===== src/rtl/core/ccls_pkg.sv =====
// ----------------------------------------------------------------------------
// ccls_pkg: shared types and constants
// Item struct, type codes, date phases and character codes for the CSV cell
// type classifier.
// ----------------------------------------------------------------------------
package ccls_pkg;

    localparam int YEAR_W  = 14;
    localparam int POS_W   = 4;
    localparam int MONTH_W = 4;
    localparam int DAY_W   = 6;

    localparam logic [YEAR_W-1:0] MAX_YEAR_RESET = 14'd2024;

    localparam logic [POS_W-1:0]   POS_SAT   = 4'd11;
    localparam logic [POS_W-1:0]   POS_DATE  = 4'd10; // date never looks past this
    localparam logic [POS_W-1:0]   POS_YSEP  = 4'd4;
    localparam logic [POS_W-1:0]   POS_MSEP  = 4'd7;
    localparam logic [POS_W-1:0]   POS_LAST5 = 4'd4;
    localparam logic [POS_W-1:0]   POS_LAST10 = 4'd9;
    localparam logic [MONTH_W-1:0] MONTH_MAX = 4'd12;
    localparam logic [MONTH_W-1:0] MONTH_SAT = 4'd13;
    localparam logic [DAY_W-1:0]   DAY_MAX   = 6'd31;
    localparam logic [DAY_W-1:0]   DAY_SAT   = 6'd32;

    localparam logic [7:0] CH_0     = 8'h30;
    localparam logic [7:0] CH_1     = 8'h31;
    localparam logic [7:0] CH_3     = 8'h33;
    localparam logic [7:0] CH_4     = 8'h34;
    localparam logic [7:0] CH_8     = 8'h38;
    localparam logic [7:0] CH_9     = 8'h39;
    localparam logic [7:0] CH_M     = 8'h4D;
    localparam logic [7:0] CH_I     = 8'h49;
    localparam logic [7:0] CH_DASH  = 8'h2D;
    localparam logic [7:0] CH_POINT = 8'h2E;
    localparam logic [7:0] CH_DQUOTE = 8'h22;
    localparam logic [7:0] CH_SQUOTE = 8'h27;

    typedef enum logic [2:0] {
        CT_EMPTY   = 3'd0,
        CT_TEXT    = 3'd1,
        CT_DATE    = 3'd2,
        CT_FACULTY = 3'd3,
        CT_NUMBER  = 3'd4
    } t_cell_type;

    typedef enum logic [1:0] {
        DP_YEAR  = 2'd0,
        DP_MONTH = 2'd1,
        DP_DAY   = 2'd2
    } t_date_phase;

    typedef struct packed {
        logic [7:0] char_code;
        logic       is_last;
        logic       is_empty;
    } t_item;

    // input register state as seen by the downstream logic
    typedef struct packed {
        logic  valid;
        t_item item;
    } t_in_head;

endpackage


===== src/rtl/core/ccls_in_stage.sv =====
// ----------------------------------------------------------------------------
// ccls_in_stage: input register
// Holds one incoming request; refills in the same cycle it is consumed.
// ----------------------------------------------------------------------------
module ccls_in_stage (
    input  logic              i_clk,
    input  logic              i_rst_n,
    input  logic              i_s_tvalid,
    output logic              o_s_tready,
    input  logic [7:0]        i_s_tdata,  // [7:0] char_code
    input  logic              i_s_tlast,  // is_last
    input  logic              i_s_tuser,  // [0] is_empty
    input  logic              i_advance,
    output ccls_pkg::t_in_head o_head
);
    import ccls_pkg::*;

    logic  r_valid;
    t_item r_item;
    logic  accept;

    assign o_s_tready = !r_valid || i_advance;
    assign accept     = i_s_tvalid && o_s_tready;

    always_ff @(posedge i_clk) begin
        if (!i_rst_n) begin
            r_valid <= 1'b0;
        end else if (accept) begin
            r_valid <= 1'b1;
        end else if (i_advance) begin
            r_valid <= 1'b0;
        end
    end

    always_ff @(posedge i_clk) begin
        if (accept) begin
            r_item.char_code <= i_s_tdata;
            r_item.is_last   <= i_s_tlast;
            r_item.is_empty  <= i_s_tuser;
        end
    end

    assign o_head.valid = r_valid;
    assign o_head.item  = r_item;

endmodule


===== src/rtl/core/ccls_cell_state.sv =====
// ----------------------------------------------------------------------------
// ccls_cell_state: per-cell scan state and type decision
// Updates date, id and number trackers for one character and gives the
// type code when the character closes the cell.
// ----------------------------------------------------------------------------
module ccls_cell_state (
    input  logic                         i_clk,
    input  logic                         i_rst_n,
    input  logic                         i_fire,
    input  ccls_pkg::t_item              i_item,
    input  logic [ccls_pkg::YEAR_W-1:0]  i_max_year,
    output ccls_pkg::t_cell_type         o_cell_type
);
    import ccls_pkg::*;

    logic [POS_W-1:0]   r_position,  n_position;
    logic [7:0]         r_first_char, n_first_char;
    t_date_phase        r_date_phase, n_date_phase;
    logic [YEAR_W-1:0]  r_year,  n_year;
    logic [MONTH_W-1:0] r_month, n_month;
    logic [DAY_W-1:0]   r_day,   n_day;
    logic r_date_ok,  n_date_ok;
    logic r_short_ok, n_short_ok;
    logic r_long_ok,  n_long_ok;
    logic r_num_ok,   n_num_ok;
    logic r_seen_pt,  n_seen_pt;
    logic r_dig_bef,  n_dig_bef;
    logic r_dig_aft,  n_dig_aft;
    logic close_cell;

    logic [7:0] c;
    logic       dig;
    logic       lead;
    logic [3:0] dval;
    logic [7:0] month_acc;
    logic [8:0] day_acc;
    logic       quoted;

    assign c    = i_item.char_code;
    assign dig  = (c >= CH_0) && (c <= CH_9);
    assign lead = (c == CH_0) || (c == CH_1) || (c == CH_3) || (c == CH_4) || (c == CH_8);
    assign dval = c[3:0];  // low nibble of an ASCII digit is its value

    assign month_acc = 8'(r_month) * 8'd10 + 8'(dval);
    assign day_acc   = 9'(r_day) * 9'd10 + 9'(dval);

    always_comb begin
        n_position   = (r_position < POS_SAT) ? r_position + 4'd1 : r_position;
        n_first_char = (r_position == '0) ? c : r_first_char;
        n_date_phase = r_date_phase;
        n_year       = r_year;
        n_month      = r_month;
        n_day        = r_day;
        n_date_ok    = r_date_ok;
        n_short_ok   = r_short_ok;
        n_long_ok    = r_long_ok;
        n_num_ok     = r_num_ok;
        n_seen_pt    = r_seen_pt;
        n_dig_bef    = r_dig_bef;
        n_dig_aft    = r_dig_aft;

        // date
        if (r_date_ok && (r_position < POS_DATE)) begin
            unique case (r_date_phase)
                DP_YEAR: begin
                    if ((r_position < POS_YSEP) && (c != CH_DASH)) begin
                        if (!dig) n_date_ok = 1'b0;
                        else      n_year = YEAR_W'(r_year * 14'd10 + 14'(dval));
                    end else begin
                        if ((r_year == '0) || (r_year > i_max_year) || (c != CH_DASH))
                            n_date_ok = 1'b0;
                        n_date_phase = DP_MONTH;
                    end
                end
                DP_MONTH: begin
                    if ((r_position < POS_MSEP) && (c != CH_DASH)) begin
                        if (!dig) n_date_ok = 1'b0;
                        else      n_month = (month_acc > 8'(MONTH_SAT)) ? MONTH_SAT
                                                                        : month_acc[3:0];
                    end else begin
                        if ((r_month == '0) || (r_month > MONTH_MAX) || (c != CH_DASH))
                            n_date_ok = 1'b0;
                        n_date_phase = DP_DAY;
                    end
                end
                default: begin
                    if (!dig) n_date_ok = 1'b0;
                    else      n_day = (day_acc > 9'(DAY_SAT)) ? DAY_SAT : day_acc[5:0];
                end
            endcase
        end

        // faculty numbers
        if (!dig) n_short_ok = 1'b0;
        if ((r_position == '0) && !lead) n_short_ok = 1'b0;
        if (!dig && (c != CH_M) && (c != CH_I)) n_long_ok = 1'b0;
        if ((r_position == POS_LAST5) && !lead) n_long_ok = 1'b0;

        // signed decimal
        if ((r_position == '0) && (c == CH_DASH)) begin
            n_num_ok = r_num_ok;
        end else if (dig) begin
            if (r_seen_pt) n_dig_aft = 1'b1;
            else           n_dig_bef = 1'b1;
        end else if (c == CH_POINT) begin
            if (r_seen_pt) n_num_ok = 1'b0;
            else           n_seen_pt = 1'b1;
        end else begin
            n_num_ok = 1'b0;
        end
    end

    assign quoted = ((n_first_char == CH_DQUOTE) && (c == CH_DQUOTE)) ||
                    ((n_first_char == CH_SQUOTE) && (c == CH_SQUOTE));

    always_comb begin
        if (i_item.is_empty)
            o_cell_type = CT_EMPTY;
        else if (quoted)
            o_cell_type = CT_TEXT;
        else if ((r_position == POS_LAST10) && n_date_ok && (n_date_phase == DP_DAY) &&
                 (n_day != '0) && (n_day <= DAY_MAX))
            o_cell_type = CT_DATE;
        else if (((r_position == POS_LAST5) && n_short_ok) ||
                 ((r_position == POS_LAST10) && n_long_ok))
            o_cell_type = CT_FACULTY;
        else if (n_num_ok && (n_seen_pt ? (n_dig_bef || n_dig_aft) : n_dig_bef))
            o_cell_type = CT_NUMBER;
        else
            o_cell_type = CT_TEXT;
    end

    assign close_cell = i_item.is_empty || i_item.is_last;

    always_ff @(posedge i_clk) begin
        if (!i_rst_n || (i_fire && close_cell)) begin
            r_position   <= '0;
            r_first_char <= '0;
            r_date_phase <= DP_YEAR;
            r_year       <= '0;
            r_month      <= '0;
            r_day        <= '0;
            r_date_ok    <= 1'b1;
            r_short_ok   <= 1'b1;
            r_long_ok    <= 1'b1;
            r_num_ok     <= 1'b1;
            r_seen_pt    <= 1'b0;
            r_dig_bef    <= 1'b0;
            r_dig_aft    <= 1'b0;
        end else if (i_fire) begin
            r_position   <= n_position;
            r_first_char <= n_first_char;
            r_date_phase <= n_date_phase;
            r_year       <= n_year;
            r_month      <= n_month;
            r_day        <= n_day;
            r_date_ok    <= n_date_ok;
            r_short_ok   <= n_short_ok;
            r_long_ok    <= n_long_ok;
            r_num_ok     <= n_num_ok;
            r_seen_pt    <= n_seen_pt;
            r_dig_bef    <= n_dig_bef;
            r_dig_aft    <= n_dig_aft;
        end
    end

endmodule


===== src/rtl/core/csv_cell_type_classifier_top.sv =====
// ----------------------------------------------------------------------------
// csv_cell_type_classifier_top: CSV cell type classifier
// Streams a cell one character per request and returns one type code per
// cell: empty, quoted text, date, faculty number, signed number or plain text.
// ----------------------------------------------------------------------------
// Takes one character request per clock, with no bubbles between cells, unless
// a closing request waits on a full output register. The scan logic updates
// the per-cell trackers from the request in the input register and, on the
// closing character (tlast) or an empty-cell request (tuser), loads the type
// code into the output register: the code is on o_m_tdata in the next cycle.
// Only a closing request waits on a full output register; ordinary
// characters of the next cell keep flowing while a result is held. The
// max_year register is written through i_cfg_wen / i_cfg_wdata and should
// only change between cells.
module csv_cell_type_classifier_top (
    input  logic        i_clk,
    input  logic        i_rst_n,
    // configuration
    input  logic        i_cfg_wen,
    input  logic [13:0] i_cfg_wdata,  // [13:0] max_year
    // character requests
    input  logic        i_s_tvalid,
    output logic        o_s_tready,
    input  logic [7:0]  i_s_tdata,    // [7:0] char_code
    input  logic        i_s_tlast,    // is_last
    input  logic        i_s_tuser,    // [0] is_empty
    // type codes
    output logic        o_m_tvalid,
    input  logic        i_m_tready,
    output logic [7:0]  o_m_tdata     // [2:0] cell_type, [7:3] zero
);
    import ccls_pkg::*;

    logic [YEAR_W-1:0] r_max_year;
    t_in_head          head;
    logic              is_result;
    logic              advance;
    logic              load_out;
    t_cell_type        cell_type;
    logic              r_out_valid;
    t_cell_type        r_out_type;

    always_ff @(posedge i_clk) begin
        if (!i_rst_n) begin
            r_max_year <= MAX_YEAR_RESET;
        end else if (i_cfg_wen) begin
            r_max_year <= i_cfg_wdata;
        end
    end

    ccls_in_stage u_in (
        .i_clk      (i_clk),
        .i_rst_n    (i_rst_n),
        .i_s_tvalid (i_s_tvalid),
        .o_s_tready (o_s_tready),
        .i_s_tdata  (i_s_tdata),
        .i_s_tlast  (i_s_tlast),
        .i_s_tuser  (i_s_tuser),
        .i_advance  (advance),
        .o_head     (head)
    );

    // a closing request needs room in the output register
    assign is_result = head.item.is_last || head.item.is_empty;
    assign advance   = head.valid && (!is_result || !r_out_valid || i_m_tready);
    assign load_out  = advance && is_result;

    ccls_cell_state u_state (
        .i_clk       (i_clk),
        .i_rst_n     (i_rst_n),
        .i_fire      (advance),
        .i_item      (head.item),
        .i_max_year  (r_max_year),
        .o_cell_type (cell_type)
    );

    always_ff @(posedge i_clk) begin
        if (!i_rst_n) begin
            r_out_valid <= 1'b0;
        end else if (load_out) begin
            r_out_valid <= 1'b1;
        end else if (i_m_tready) begin
            r_out_valid <= 1'b0;
        end
    end

    always_ff @(posedge i_clk) begin
        if (load_out) begin
            r_out_type <= cell_type;
        end
    end

    assign o_m_tvalid = r_out_valid;
    assign o_m_tdata  = {5'b0, r_out_type};

`ifndef SYNTH
    // type code stays within the defined set
    a_type_range: assert property (@(posedge i_clk) disable iff (!i_rst_n)
        o_m_tvalid |-> (o_m_tdata[2:0] <= 3'(CT_NUMBER)))
        else $error("type code out of range");

    // closing request must not be consumed while a result is stuck
    a_close_held: assert property (@(posedge i_clk) disable iff (!i_rst_n)
        (head.valid && is_result && r_out_valid && !i_m_tready) |-> !advance)
        else $error("closing request consumed over a pending result");

    // each consumed closing request shows up as a result next cycle
    a_result_out: assert property (@(posedge i_clk) disable iff (!i_rst_n)
        load_out |=> o_m_tvalid)
        else $error("result lost");

    // an ordinary character never produces a result
    a_no_spurious: assert property (@(posedge i_clk) disable iff (!i_rst_n)
        (!load_out && r_out_valid && i_m_tready) |=> !o_m_tvalid)
        else $error("result invented");
`endif

endmodule

===== config.mk =====
export PLATFORM = sky130hd
export DESIGN_NAME = csv_cell_type_classifier_top
export DESIGN_NICKNAME = d
export VERILOG_FILES = /design/src/rtl/core/ccls_pkg.sv /design/src/rtl/core/ccls_in_stage.sv /design/src/rtl/core/ccls_cell_state.sv /design/src/rtl/core/csv_cell_type_classifier_top.sv
export SDC_FILE = /design/constraint.sdc
export NUM_CORES = 1
export LEC_CHECK = 0
export BUFFER_PORTS_ARGS = -buffer_cell sky130_fd_sc_hd__clkbuf_2
export CAP_MARGIN = 30
export CORE_MARGIN = 2
export CORE_UTILIZATION = 40
export CTS_BUF_LIST = sky130_fd_sc_hd__clkbuf_8
export DETAILED_ROUTE_END_ITERATION = 6
export HOLD_SLACK_MARGIN = 0.05
export PLACE_DENSITY = 0.55
export SYNTH_ARGS = -nofsm -noshare
export SYNTH_HDL_FRONTEND = slang
export SYNTH_SLANG_ARGS = --single-unit

===== constraint.sdc =====
create_clock -name i_clk -period 3.8 [get_ports i_clk]
set_clock_uncertainty 0.15 [all_clocks]
set_input_delay 0.38 -clock i_clk [delete_from_list [all_inputs] [get_ports i_clk]]
set_output_delay 0.38 -clock i_clk [all_outputs]
set_load 0.03 [all_outputs]

# Word level (Yosys, flattened, before mapping)
# Cells that the tools add are included.
op_classes:
  add_sub_neg: 4
  n_mul: 3
  div_mod_pow: 0
  order_cmp: 11
  eq_ne: 18
  shift: 0
  mux: 43
  bitwise_logic: 0
  n_reduce_logical: 56
ops:
  columns: ["operator", "n"]
  rows:
  - ["equality test 8 x 6 -> 1 bit (second input constant)", 11]
  - ["two-way mux 1 bit", 29]
  - ["two-way mux 6 bit", 4]
  - ["logical AND 1 bit", 21]
  - ["logical OR 1 bit", 16]
  - ["inequality test 8 x 7 -> 1 bit (second input constant)", 2]
  - ["adder 14 x 4 -> 14 bit", 1]
  - ["> comparator 14 bit", 1]
  - ["zero test 14 bit", 1]
  - ["multiplier 14 x 3 -> 13 bit (second input constant)", 1]
  - ["two-way mux 2 bit", 5]
  - ["AND reduction 5 bit", 2]
  - ["adder 9 x 4 -> 9 bit", 1]
  - ["> comparator 9 x 6 -> 1 bit (second input constant)", 1]
  - ["adder 8 x 4 -> 8 bit", 1]
  - [">= comparator 8 x 6 -> 1 bit (second input constant)", 1]
  - ["> comparator 8 x 4 -> 1 bit (second input constant)", 1]
  - ["less-or-equal comparator 8 x 6 -> 1 bit (second input constant)", 1]
  - ["zero test 4 bit", 2]
  - ["< comparator 4 x 3 -> 1 bit (second input constant)", 2]
  - ["< comparator 4 bit (second input constant)", 2]
  - ["multiplier 6 x 3 -> 8 bit (second input constant)", 1]
  - ["two-way mux 8 bit", 1]
  - ["inequality test 8 x 6 -> 1 bit (second input constant)", 1]
  - ["19 further kinds", 26]
word_totals:
  register_bits: 74
  latch_bits: 0
  ram_bits: 0
  rom_bits: 0
  inputBits: 29
  output_inout_bits: 10
  wordCells: 157
  n_memories: 0

# Longest topological paths before layout
depth:
  depth_word: 13
  depth_mapped: 12
  depth_no_buf: 12

# By module
# A second synthesis with hierarchy kept.
hier_totals:
  hier_cells: 538
  area_unflattened_um2: 4901.0
modules_own_cells:
  columns: ["module", "instances", "cells_per_inst", "area_each_um2", "seq_area_each_um2"]
  rows:
  - ["ccls_cell_state", 1, 461, 3822.4, 900.9]
  - ["csv_cell_type_classifier_top", 1, 61, 713.2, 390.4]
  - ["ccls_in_stage", 1, 16, 365.4, 320.3]

# Worst setup path before layout
# No wires, ideal clock.
synth_timing:
  path_type: "reg2reg"
  from: "register u_state.r_day[1]"
  to: "register r_out_type[0], data pin"
  setup_time_ns: 0.269
  arrival_time_ns: 2.530
  t_required_ns: 3.381
  slack_ns: 0.851
  path_stages_with_launch: 12
  path_buffers: 0
  period_less_slack_ns: 2.949
  path_cell_list: "dfxtp_1 -> ha_1 -> ha_1 -> fa_1 -> and3_1 -> or3_1 -> a22oi_1 -> a2bb2oi_1 -> nor2_1 -> a31oi_1 -> a211oi_2 -> o22ai_1"
synth_via:
  elab_chain_cells: 12
  elab_cells_between_ends: 13
  cone_classes: "add/sub (1); mul (1); order compare (2); mux (6); reduce/logical (3)"
synth_lines:
  columns: ["item", "line", "rtl"]
  rows:
  - ["start: declaration", "ccls_cell_state.sv:21", "logic [DAY_W-1:0] r_day, n_day;"]
  - ["start signal: assignment", "ccls_cell_state.sv:156", "r_day <= n_day;"]
  - ["multiplier 6 x 3 -> 8 bit", "ccls_cell_state.sv:45", "assign day_acc = 9'(r_day) * 9'd10 + 9'(dval);"]
  - ["adder 9 x 4 -> 9 bit", "ccls_cell_state.sv:45", null]
  - ["> comparator 9 x 6 -> 1 bit", "ccls_cell_state.sv:88", "else n_day = (day_acc > 9'(DAY_SAT)) ? DAY_SAT : day_acc[5:0];"]
  - ["two-way mux 6 bit", "ccls_cell_state.sv:88", null]
  - ["two-way mux 6 bit", "ccls_cell_state.sv:87", "if (!dig) n_date_ok = 1'b0;"]
  - ["two-way mux 6 bit", "ccls_cell_state.sv:64", "unique case (r_date_phase)"]
  - ["two-way mux 6 bit (*)", "ccls_cell_state.sv:63", "if (r_date_ok && (r_position < POS_DATE)) begin"]
  - ["parallel branches: the longest is 2 deep, another holds less-or-equal comparator 6 x 5 -> 1 bit", null, null]
  - ["logical AND 1 bit (*)", "ccls_cell_state.sv:122", "(n_day != '0) && (n_day <= DAY_MAX))"]
  - ["two-way mux 2 bit (*)", "ccls_cell_state.sv:121", "else if ((r_position == POS_LAST10) && n_date_ok && (n_date_phase == DP_DAY) &&"]
  - ["two-way mux 1 bit (*)", "ccls_cell_state.sv:119", "else if (quoted)"]
  - ["end signal: assignment", "csv_cell_type_classifier_top.sv:89", "r_out_type <= cell_type;"]
  - ["end: declaration", "csv_cell_type_classifier_top.sv:41", "t_cell_type r_out_type;"]
# Mark *: on every way between the ends.
# A chain may end at the register's enable or synchronous reset.

# Worst setup path after layout
# Same ends and word-level chain as after synthesis.

==> metrics <==
status completed; Synth warnings 0; total negative slack 0 ns; IR drop worst, VDD 0.242 mV; clock transition at the registers of the reported paths 0.08 ns; CP Buf/Inv Count 0; Worst Setup SP u_state.r_day[1]; # diodes 0; Seq/Total Area, Yosys 0.331; Max Slew Vio Count 0; Critical R2R Capture r_out_type[0]; CP Launch Type register; dpl hpwl 8280 um; crit path cell chain ha_1 > ha_1 > fa_1 > and3_1 > or3_1 > a22oi_1 > a2bb2oi_1 > nor2_1 > a31oi_1 > a211oi_2 > o22ai_1; endpoints failing setup 0; Num Clock Sinks 74; Via density 5.36; worst rel slew slack 0.462; Yosys cell types 62; crit end category register; largest net degree at the start of global routing 27; top cell family by delay on the critical path adder cells; Synth Flop Type dfxtp_1; CP Depth 11; slowest stage delay, CP 0.42 ns; Crit-path slowest cell dfxtp_1; DR vias 4024; Site Rows 40; Area contributors post-synth dfxtp_1, ha_1, edfxtp_1; most used cell, CP ha_1; GP Congestion 0.836; worst reg2reg startpoint u_state.r_day[1]; io pins 39; leakage 2.43 nW; #FFs+latches synth 74; Worst Setup EP r_out_type[0]; Clock Tree Root clkbuf_8; power per standard cell area 317 nW/um^2; Die H 114 um; vias in the first global route 3967; Mapped Area 4870 um^2; first-pass GRT wire length 18700 um; Skew-Pair Late Insertion Delay 0.36 ns; FF+latch area 1610 um^2; # port buffers 33; # fillers 1152; most frequent cells in the layout dfxtp_1, ha_1, nor2_1; fraction of layout cells with a size suffix above 1 0.104; initial antenna violation count 0; fin crit period 3.23 ns; fmax 310 MHz; H-tree levels 3; Initial DRC Count 172; Setup CP Type register to register; syn avg cell area 8.73 um^2; Pre-Repair DR Iteration Count 5; flop2flop setup slack 0.57 ns; total gr overflow 0; Syn Inst Count 558; Synth area leader dfxtp_1; Post-synth EDFFs 13; synthesis-to-finish area growth 13.3%; max_cap viols 0; Slew @ Worst Pin 0.799 ns; drt total wl 10800 um; DR WL/cell 14.4 um; final hold vios 0; Synth top area share 0.251; post-route DRC violation count 0; Nets 691; Req. time, crit path 3.75 ns; R2R depth 11; CTS max path bufs 2; HP Class input pin to register; CP Max Fanout 5; Initial Util 0.407; RSZ-0062 raised after global routing no; Global Route Usage Sum 0.179; total CTS buffers 9; ys async rst share 0; core area 12000 um^2; area of the die 13100 um^2; most common cell after layout, fill and taps aside dfxtp_1; area of the multi-input gates 3030 um^2; Antenna Nets Post-Route 0; Final Power 0.00175 W; fin util 0.462; Die X 114 um; crit share post-route 0.850; CP Data Arrival Time 3.17 ns; CTS tree done
-- where the power goes --
part / internal [W] / switching [W] / leakage [nW]
sequential: 0.000824 / 0.0000199 / 0.624
combinational: 0.0000647 / 0.0000947 / 1.68
clock: 0.000436 / 0.000310 / 0.121
-- registers in the layout (all words and copies together), names as in the netlist --
name	cells
r_max_year	14
u_state.r_year	14
u_in.o_head	10
u_state.r_first_char	8
u_state.r_day	6
u_state.r_month	4
u_state.r_position	4
r_out_type	3
u_state.r_date_phase	2
o_m_tvalid	1
u_in.r_valid	1
u_state.r_date_ok	1
u_state.r_dig_aft	1
u_state.r_dig_bef	1
u_state.r_long_ok	1
u_state.r_num_ok	1
u_state.r_seen_pt	1
u_state.r_short_ok	1
-- how the worst min path moves through the flow --
stage / start / to / cells past startpoint
2_1_floorplan: u_state.r_dig_aft / u_state.r_dig_aft / 2
3_3_place_gp: u_state.r_dig_aft / u_state.r_dig_aft / 2
3_5_place_dp: u_state.r_first_char[6] / u_state.r_first_char[6] / 2
4_1_cts: i_cfg_wdata[9] / r_max_year[9] / 3
5_1_grt: i_cfg_wdata[7] / r_max_year[7] / 3
6_report: i_cfg_wdata[9] / r_max_year[9] / 3
-- cells by family (layout without fill, tap and decap cells) --
group,Yosys count,count (layout),synth area share
adder cells (fa/ha/maj),63,63,0.171
buffers and inverters,59,101,0.0516
flip-flops,74,74,0.331
multiplexers,12,12,0.0247
other,1,5,0.000770
XOR/XNOR,25,25,0.0450
AND/OR/NAND/NOR,186,186,0.193
AO/OA/AOI/OAI,138,138,0.183
-- synthesized netlist by cell type, drive strengths merged, types with 5 or more instances --
cell type	number
dfxtp	61
ha	57
nor2	47
nand2	43
a21oi	38
inv	35
o21ai	29
nand3	20
xnor2	18
clkbuf	13
edfxtp	13
a211oi	12
mux2i	12
nor2b	12
nor3	12
buf	11
nand2b	9
o211ai	9
a21o	8
nor4	8
xor2	7
fa	6
o21a	6
or3	6
a22oi	5
a31oi	5
or4	5
-- through the flow --
step	hold slack [ns]	setup slack [ns]	cell area, um^2	instances
6_report	0.0890	0.572	5520	751
4_1_cts	0.0733	0.562	5520	751
3_5_place_dp	0.306	0.572	5180	725
5_1_grt	0.0874	0.316	5520	751
2_1_floorplan	0.280	0.851	4890	562
3_3_place_gp	0.293	0.620	5170	724
-- worst min-delay path, cell delays in order --
cell	delay, ns
clkbuf_2	0.08
nand2_1	0.04
o211ai_1	0.07
-- per-layer routing --
layer	wire length [um]	up-vias	share of wire	GRT usage
met1	5290	1884	0.49	0.231
met3	283	9	0.026	0.0360
met5	0	-	0	0
met4	126	0	0.012	0.0480
met2	5100	50	0.47	0.304
li1	-	2081	-	-
-- layout make-up --
type / count / share of cell area
inverter: 35 / 0.0238
timing repair buffer: 50 / 0.0576
tap: 147 / 0.0333
multi-input combinational: 429 / 0.549
clock inverter: 7 / 0.0215
sequential: 74 / 0.292
clock buffer: 9 / 0.0224
-- timing repair --
| item | CTS | global route |
|---|---|---|
| hold buffers | 10 | 0 |
| endpoints found under the hold margin | 10 | 0 |
| resized for setup | 0 | 0 |
| buffers inserted | 0 | 0 |
Power figures use the tool's default switching activity.
